## config.mk

```make
export PLATFORM = sky130hd
export DESIGN_NAME = lifo_stack_with_reverse
export DESIGN_NICKNAME = d
export VERILOG_FILES = /design/src/lsr_pkg.sv /design/src/lifo_stack_with_reverse.sv /design/src/lsr_ram.sv
export SDC_FILE = /design/constraint.sdc
export NUM_CORES = 2
export LEC_CHECK = 0
export ABC_AREA = 1
export ABC_CLOCK_PERIOD_IN_PS = 8200
export BUFFER_PORTS_ARGS = -buffer_cell sky130_fd_sc_hd__buf_2
export CORE_MARGIN = 3
export CORE_UTILIZATION = 56
export CTS_BUF_LIST = sky130_fd_sc_hd__clkbuf_4 sky130_fd_sc_hd__clkbuf_8
export CTS_CLUSTER_DIAMETER = 150
export CTS_CLUSTER_SIZE = 40
export DETAILED_ROUTE_END_ITERATION = 10
export PLACE_DENSITY = 0.72
export SLEW_MARGIN = 30
export SYNTH_ARGS = -nofsm -noshare
export SYNTH_HDL_FRONTEND = slang
export SYNTH_HIERARCHICAL = 1
export SYNTH_SLANG_ARGS = --single-unit
```

## constraint.sdc

```tcl
create_clock -name clk_i -period 8.2 [get_ports clk_i]
set_input_delay 0.82 -clock clk_i [delete_from_list [all_inputs] [get_ports clk_i]]
set_output_delay 0.82 -clock clk_i [all_outputs]
set_load 0.01 [all_outputs]
```

## src/lsr_pkg.sv

```systemverilog
`default_nettype none

package lsr_pkg;

  localparam int unsigned DefaultDepth = 64;
  localparam int unsigned WordW        = 32;
  localparam int unsigned CountW       = 7;
  localparam logic [CountW-1:0] CapResetVal = 7'd64;

  typedef enum logic [1:0] {
    OpPush    = 2'd0,
    OpPop     = 2'd1,
    OpPeek    = 2'd2,
    OpReverse = 2'd3
  } op_e;

  typedef enum logic [1:0] {
    StOk    = 2'd0,
    StFull  = 2'd1,
    StEmpty = 2'd2
  } status_e;

  typedef struct packed {
    op_e                     op;
    logic signed [WordW-1:0] value;
  } in_item_t;

  typedef struct packed {
    logic signed [WordW-1:0] data;
    status_e                 status;
    logic [CountW-1:0]       count;
  } out_item_t;

endpackage

`default_nettype wire

```

## src/lifo_stack_with_reverse.sv

```systemverilog
`default_nettype none
// push, pop and peek: result registered in the cycle after the transaction is accepted,
// one transaction per cycle while the output side keeps draining and no reverse is running
// reverse: floor(count / 2) swaps, each swap done in turn on the
// single read and single write port of the entry ram (read, read, write, write)
// reset: fill count cleared, capacity set to 64, entry ram contents undefined
// with no clearing pass, so the block accepts transactions straight after reset

module lifo_stack_with_reverse #(
  parameter int unsigned DEPTH = lsr_pkg::DefaultDepth
) (
  input  wire logic                        clk_i,
  input  wire logic                        rst_ni,
  // input channel
  input  wire logic                        in_valid_i,
  output logic                             in_stall_o,
  input  wire lsr_pkg::in_item_t           in_data_i,
  // output channel
  output logic                             out_valid_o,
  input  wire logic                        out_stall_i,
  output lsr_pkg::out_item_t               out_data_o,
  // capacity register
  input  wire logic                        cfg_we_i,
  input  wire logic [lsr_pkg::CountW-1:0]  cfg_wdata_i
);
  import lsr_pkg::*;

  localparam int unsigned AW = (DEPTH > 1) ? $clog2(DEPTH) : 1;
  localparam int unsigned CW = $clog2(DEPTH + 1);
  // common width for comparing the count against the capacity register
  localparam int unsigned MW = (CW > CountW) ? CW : CountW;

  // one-hot sequencer: idle, or one of the four phases of a swap
  typedef enum logic [4:0] {
    SIdle = 5'b00001,
    SRdLo = 5'b00010,
    SRdHi = 5'b00100,
    SWrLo = 5'b01000,
    SWrHi = 5'b10000
  } state_e;

  state_e            state_q, state_d;
  logic [CW-1:0]     count_q, count_d;
  logic [CountW-1:0] cap_q;
  logic [AW-1:0]     lo_q, lo_d, hi_q, hi_d;
  logic [WordW-1:0]  lo_word_q;

  // output register
  logic              out_valid_q, out_valid_d;
  status_e           out_status_q, out_status_d;
  logic [CountW-1:0] out_count_q, out_count_d;
  logic              out_sel_q, out_sel_d;    // data comes from the ram read register

  // ram ports
  logic              ram_we, ram_re;
  logic [AW-1:0]     ram_waddr, ram_raddr;
  logic [WordW-1:0]  ram_wdata, ram_rdata;

  logic accept, full, empty, start_swap, more_swaps, finish;
  logic [AW-1:0] gap;

  // a new transaction only when idle and the output register is free or draining now
  assign in_stall_o = (state_q != SIdle) || (out_valid_q && out_stall_i);
  assign accept     = in_valid_i && !in_stall_o;

  // full against the smaller of capacity and depth
  assign full  = (MW'(count_q) >= MW'(cap_q)) || (count_q == CW'(DEPTH));
  assign empty = (count_q == '0);

  assign start_swap = accept && (in_data_i.op == OpReverse) && (count_q > CW'(1));

  // after this swap lo moves up and hi down; carry on while they have not met
  assign gap        = hi_q - lo_q;
  assign more_swaps = ({1'b0, gap} > (AW + 1)'(2));
  assign finish     = (state_q == SWrHi) && !more_swaps;

  always_comb begin
    state_d      = state_q;
    count_d      = count_q;
    lo_d         = lo_q;
    hi_d         = hi_q;
    out_valid_d  = out_valid_q;
    out_status_d = out_status_q;
    out_count_d  = out_count_q;
    out_sel_d    = out_sel_q;
    ram_we       = 1'b0;
    ram_waddr    = lo_q;
    ram_wdata    = ram_rdata;
    ram_re       = 1'b0;
    ram_raddr    = lo_q;

    // result taken downstream
    if (out_valid_q && !out_stall_i) begin
      out_valid_d = 1'b0;
    end

    unique case (state_q)
      SIdle: begin
        if (accept) begin
          out_status_d = StOk;
          out_sel_d    = 1'b0;
          out_valid_d  = 1'b1;
          unique case (in_data_i.op) inside
            OpPush: begin
              if (full) begin
                out_status_d = StFull;
              end else begin
                ram_we    = 1'b1;
                ram_waddr = AW'(count_q);
                ram_wdata = in_data_i.value;
                count_d   = count_q + CW'(1);
              end
            end
            OpPop, OpPeek: begin
              if (empty) begin
                out_status_d = StEmpty;
              end else begin
                // top entry lands in the ram read register for the output
                ram_re    = 1'b1;
                ram_raddr = AW'(count_q - CW'(1));
                out_sel_d = 1'b1;
                if (in_data_i.op == OpPop) begin
                  count_d = count_q - CW'(1);
                end
              end
            end
            default: begin
              // reverse: with fewer than two entries nothing moves
              if (start_swap) begin
                out_valid_d = 1'b0;
                lo_d        = '0;
                hi_d        = AW'(count_q - CW'(1));
                state_d     = SRdLo;
              end
            end
          endcase
          out_count_d = CountW'(count_d);
        end
      end
      SRdLo: begin
        ram_re    = 1'b1;
        ram_raddr = lo_q;
        state_d   = SRdHi;
      end
      SRdHi: begin
        // low word arrives now, captured in lo_word_q
        ram_re    = 1'b1;
        ram_raddr = hi_q;
        state_d   = SWrLo;
      end
      SWrLo: begin
        ram_we    = 1'b1;
        ram_waddr = lo_q;
        ram_wdata = ram_rdata;
        state_d   = SWrHi;
      end
      SWrHi: begin
        ram_we    = 1'b1;
        ram_waddr = hi_q;
        ram_wdata = lo_word_q;
        lo_d      = lo_q + AW'(1);
        hi_d      = hi_q - AW'(1);
        if (more_swaps) begin
          state_d = SRdLo;
        end else begin
          state_d     = SIdle;
          out_valid_d = 1'b1;
        end
      end
      default: begin
        state_d = SIdle;
      end
    endcase
  end

  always_ff @(posedge clk_i or negedge rst_ni) begin
    if (!rst_ni) begin
      state_q     <= SIdle;
      count_q     <= '0;
      cap_q       <= CapResetVal;
      out_valid_q <= 1'b0;
    end else begin
      state_q     <= state_d;
      count_q     <= count_d;
      out_valid_q <= out_valid_d;
      if (cfg_we_i) begin
        cap_q <= cfg_wdata_i;
      end
    end
  end

  // payload registers, no reset
  always_ff @(posedge clk_i) begin
    lo_q         <= lo_d;
    hi_q         <= hi_d;
    out_status_q <= out_status_d;
    out_count_q  <= out_count_d;
    out_sel_q    <= out_sel_d;
    if (state_q == SRdHi) begin
      lo_word_q <= ram_rdata;
    end
  end

  lsr_ram #(
    .DEPTH (DEPTH),
    .AW    (AW)
  ) u_ram (
    .clk_i   (clk_i),
    .we_i    (ram_we),
    .waddr_i (ram_waddr),
    .wdata_i (ram_wdata),
    .re_i    (ram_re),
    .raddr_i (ram_raddr),
    .rdata_o (ram_rdata)
  );

  // the read register only changes on an accepted transaction or during a swap,
  // both of which need a free output register, so a stalled result holds
  assign out_valid_o       = out_valid_q;
  assign out_data_o.data   = out_sel_q ? $signed(ram_rdata) : '0;
  assign out_data_o.status = out_status_q;
  assign out_data_o.count  = out_count_q;

  // count never passes the depth
  a_count_bound: assert property (@(posedge clk_i) disable iff (!rst_ni)
    count_q <= CW'(DEPTH))
    else $error("fill count above depth");

  // a swap in progress keeps the input side stalled
  a_busy_stall: assert property (@(posedge clk_i) disable iff (!rst_ni)
    (state_q != SIdle) |-> in_stall_o)
    else $error("input accepted during reverse");

  // the last swap phase hands a result to the output register
  a_swap_result: assert property (@(posedge clk_i) disable iff (!rst_ni)
    finish |=> (out_valid_q && (state_q == SIdle)))
    else $error("reverse finished without a result");

  // a push that is not refused grows the stack by one
  a_push_count: assert property (@(posedge clk_i) disable iff (!rst_ni)
    (accept && (in_data_i.op == OpPush) && !full) |=> (count_q == $past(count_q) + CW'(1)))
    else $error("push did not advance the count");

endmodule

`default_nettype wire

```

## src/lsr_ram.sv

```systemverilog
`default_nettype none

module lsr_ram #(
  parameter int unsigned DEPTH = lsr_pkg::DefaultDepth,
  parameter int unsigned AW    = (DEPTH > 1) ? $clog2(DEPTH) : 1
) (
  input  wire logic                       clk_i,
  input  wire logic                       we_i,
  input  wire logic [AW-1:0]              waddr_i,
  input  wire logic [lsr_pkg::WordW-1:0]  wdata_i,
  input  wire logic                       re_i,
  input  wire logic [AW-1:0]              raddr_i,
  output logic      [lsr_pkg::WordW-1:0]  rdata_o
);
  import lsr_pkg::*;

  logic [WordW-1:0] mem [DEPTH];

  // write port
  always_ff @(posedge clk_i) begin
    if (we_i) begin
      mem[waddr_i] <= wdata_i;
    end
  end

  // registered read, holds between reads
  always_ff @(posedge clk_i) begin
    if (re_i) begin
      rdata_o <= mem[raddr_i];
    end
  end

endmodule

`default_nettype wire

```

==> results.md <==
Worst setup path:
- The gate family responsible for the most delay along the worst path is simple AND/OR/NAND/NOR gates.
- For the worst setup path, the data required time is 8.98 ns.
- The critical path goes through clkinv_1 -> ha_1 -> nand2_2 -> nor2_1 -> nor2_1 -> nand2_1 -> o21ai_0 -> nand3_4 -> inv_16 -> buf_12 -> nand2_1 -> nand3_1 -> nand3_1 -> nand2_1 -> nand2_1 -> nand3_1 -> nand3_1 -> nand2_1.
- STA classifies the critical path startpoint as a flip-flop.
- The slack of the worst reg-to-reg path is 2.16 ns.
- The endpoint class of the critical path is a flip-flop.
- The largest stage delay on the critical path is 0.68 ns.
- The count of buffer and inverter cells on the critical path is 3.
- Data on the critical path arrives at its endpoint at 6.82 ns.
- In this run the critical register-to-register path is launched from count_q[0]$_DFFE_PN0P_.
- The category of the most critical setup path is reg -> reg.
- In this design, the critical path's most frequently occurring cell is sky130_fd_sc_hd__nand2_1.
- Measured in cells, the most critical reg-to-reg path has a length of 18.
- The endpoint identified for the worst register-to-register timing path is u_ram/rdata_o[13]$_DFFE_PP_.
- The maximum fanout along the worst path is 186.
- The largest individual stage delay along the critical path comes from the cell sky130_fd_sc_hd__inv_16.

Placement:
- The congestion estimate from routability-driven global placement came to 0.873.
- The count of placed standard cells including taps is 9402.
- The instance area after placement is 92400 um^2.
- Detailed placement ended at an HPWL of 137000 um.
- During placement, the flow inserted port buffers numbering 88.

Routing:
- The post-detailed-route via-to-cell ratio is 6.28.
- In this run, the number of DRC markers left after iteration 0 of detailed routing was 9579.
- In the final routed layout, each cell accounts on average for 25.7 um.
- In the routed design, unresolved DRC markers number 0.
- The pre-antenna-repair detailed-routing pass consisted of 6 iterations.
- The aggregate routed wire length is 244000 um.
- The routed layout has 59584 vias.
- The number of antenna-violating nets in the routed design is 0.

Clock network:
- The CTS tree is done.
- For this design, the sink count on the clock tree is 2154.
- After clock tree synthesis, the repair step resized 0 gates.
- The clock reaches the later pin of the worst-skew pair after 0.93 ns.
- The root buffer selected by CTS is sky130_fd_sc_hd__clkbuf_8.
- The maximum count of clock buffers along a single path is 3.
- The number of buffers created by CTS is 60.
- The setup fix buffers added after clock tree synthesis is 0.
- In this run the number of H-tree levels came out at 2.
- Clock-pin slew was measured on the worst setup and hold paths at 0.22 ns.

Logic synthesis:
- By area the synthesized netlist is led by sky130_fd_sc_hd__edfxtp_1 (72%), sky130_fd_sc_hd__nand3_1 (11%), sky130_fd_sc_hd__nand2_1 (11%).
- The prevailing post-synth register cell is sky130_fd_sc_hd__edfxtp_1.
- When the netlist entered floorplanning its net count stood at 7662.
- The number of warning messages in the yosys log is 6.
- Among all cell types in the netlist, the one instantiated most often is sky130_fd_sc_hd__nand2_1.
- The average footprint of a synthesized cell is 11.7 um^2.
- After technology mapping, the gate count stands at 7594.
- Ranked by instance count, the synthesized netlist is headed by sky130_fd_sc_hd__nand2_1 (2510), sky130_fd_sc_hd__edfxtp_1 (2134), sky130_fd_sc_hd__nand3_1 (1990).
- The cell accounting for the most synthesized area is sky130_fd_sc_hd__edfxtp_1.
- The mapped netlist covers 88700 um^2.
- The total of flip-flops plus latches after synthesis is 2154.
- Of the post-synthesis cell area, the dominant cell type holds 0.722.
- The number of different library cells used by synthesis comes to 38.
- The fraction of synthesis flops using an asynchronous set or reset pin is 0.00929.
- The sequential cell area fraction in the yosys report is 0.728.
- The number of enable-type register cells in the synthesized netlist is 2134.

Timing:
- Adding up every negative setup slack in the final design gives 0 ns.
- The final critical-path required period is 6.04 ns.
- The final number of max-transition violations came to 0.
- The final hold violation count is 0.
- Dividing the final minimum period by the clock period gives 0.737.
- Setup repair after global routing left no endpoint under its margin.
- The worst-margin pin slew is 1.09 ns.
- The maximum clock frequency is 0.165 GHz.
- For the final database, setup skew stands at 0.0514 ns.
- In this run the tightest slew margin relative to its limit is 0.272.
- The final setup violation count is 0.

Global route:
- The initial antenna violation count came to 7.
- For this run, the total global-route usage over all layers was measured as 0.293.
- Global routing finished with a remaining overflow of 0.
- The first-pass GRT wire length is 358000 um.
- Entering global routing, the biggest net connects 227 pins.
- The number of global-route vias before repair came to 54786.

Worst hold path:
- The end of the worst hold path is cap_q[6]$_DFFE_PN1P_.
- The startpoint of the worst hold path is cfg_wdata_i[6].
- The depth of the worst hold-timing path is 3.
- The type of the most critical hold path is in -> reg.

Die:
- The top-level port count is 89.
- The region available for standard cell placement spans 157000 um^2.
- The die is 404 um wide.
- The number of rows in the core area is 145.
- The die covers 163000 um^2.
- Measured along the y axis, the die boundary spans 404 um.
- The initial utilization of the core area, before any placement, comes to 0.566.

Finish:
- The final design instance area without fill is 93500 um^2.
- After the flow finishes, the layout carries non-filler instances totaling 9487.
- The fraction of final layout cells with drive strength greater than 1 is 0.0586.
- The number of nets in the layout is 7480.
- The post-layout utilization of the core is 0.597.
- The layout overhead on the synthesized area is 5.42%.

Power and ir drop:
- Dividing total power by cell area gives a power density of 394 nW/um^2.
- IR analysis of the VDD net gives a maximum drop of 0.626 mV.
- For this design the static power due to leakage is 32.9 nW.
- The power after layout is 36.9 mW.

Run:
- The tool flagged a number of max-cap violations equal to 0.

Outcome:
- The run finished with clean final reports.
## through the flow
stage               setup WS (ns)  hold slack (ns)
finish                       2.16            0.101
global route                 1.89           0.0884
CTS                          2.33           0.0354
detailed placement           2.08            0.475
global placement             2.13            0.457
floorplan                    2.18            0.435
## report_power, final
group          switching, mW  internal, mW
logic                   14.2          3.99
registers              0.228          14.7
clock network           2.96         0.741
total                   17.4          19.4
## cell families (layout without fill, tap and decap cells)
| group | after synthesis | after routing | synth area share |
|---|---|---|---|
| and+or+nand+nor | 4659 | 4659 | 0.228 |
| DFF | 2154 | 2154 | 0.728 |
| buffers and inverters | 658 | 489 | 0.0347 |
| AOI/OAI and AO/OA | 91 | 91 | 0.00544 |
| adders and majority gates | 22 | 22 | 0.00319 |
| xor gates and xnor gates | 9 | 9 | 0.000888 |
| muxes | 1 | 1 | 0.000127 |
| other | 0 | 4 | 0 |
## layer usage
layer,vias up,part of all wire,wire length (um),GRT usage
met5,-,0.000045,11,0
met4,2,0.034,8400,0.0916
met3,347,0.14,33100,0.0699
met2,3846,0.44,107000,0.430
met1,29196,0.39,95200,0.436
li1,26193,-,-,-
## flip-flops by register name (all words and copies together) (netlist names)
name	cells
u_ram/mem	2048
lo_word_q	32
u_ram/rdata_o	32
cap_q	7
count_q	7
out_count_q	7
hi_q	6
lo_q	6
state_q	5
out_status_q	2
out_sel_q	1
out_valid_o	1
## layout by cell type (no fill, tap or decap), drive strengths merged
cell / n
a21boi: 3
a21oi: 18
a31oi: 2
buf: 240
clkbuf: 70
clkinv: 6
dfrtp: 18
dfstp: 2
diode: 4
dlygate4sd3: 1
edfxtp: 2134
fa: 1
ha: 21
inv: 172
mux2: 1
nand2: 2511
nand3: 1992
nand3b: 33
nand4: 12
nor2: 93
nor3: 8
nor4: 10
o211ai: 1
o21ai: 58
o21bai: 3
o22ai: 6
xnor2: 4
xor2: 5
## repair_timing
action | CTS | global route
hold buffers | 1 | 0
setup endpoints to repair | 0 | 0
endpoints found under the hold margin | 18 | 0
## worst max path at each step
stage                                 startpoint                           to  slack (ns)  depth (start not counted)
after floorplan           count_q[0]$_DFFE_PN0P_   u_ram/mem[48][0]$_DFFE_PP_        2.18                         16
after global placement             in_data_i[33]  u_ram/rdata_o[18]$_DFFE_PP_        2.13                         17
after detailed placement           in_data_i[32]  u_ram/rdata_o[18]$_DFFE_PP_        2.08                         17
after CTS                 count_q[0]$_DFFE_PN0P_  u_ram/rdata_o[18]$_DFFE_PP_        2.33                         17
final                     count_q[0]$_DFFE_PN0P_  u_ram/rdata_o[13]$_DFFE_PP_        2.16                         18
after global routing      count_q[0]$_DFFE_PN0P_  u_ram/rdata_o[18]$_DFFE_PP_        1.89                         17
## area by class of cell
type                       instances  area [um^2]
antenna                            4         10.0
clock buffer                      70          907
clock inverter                     5         85.1
fill                           12093        63200
inverter                         173          686
multi-input combinational       4782        21800
sequential                      2154        64600
tap                             2058         2570
timing repair buffer             241         2910
## tightest hold or removal path, cell delays in order
cell and delay [ns]:
sky130_fd_sc_hd__buf_2 0.09, sky130_fd_sc_hd__nand2_1 0.04, sky130_fd_sc_hd__o21ai_0 0.07
Power figures use the tool's default switching activity.
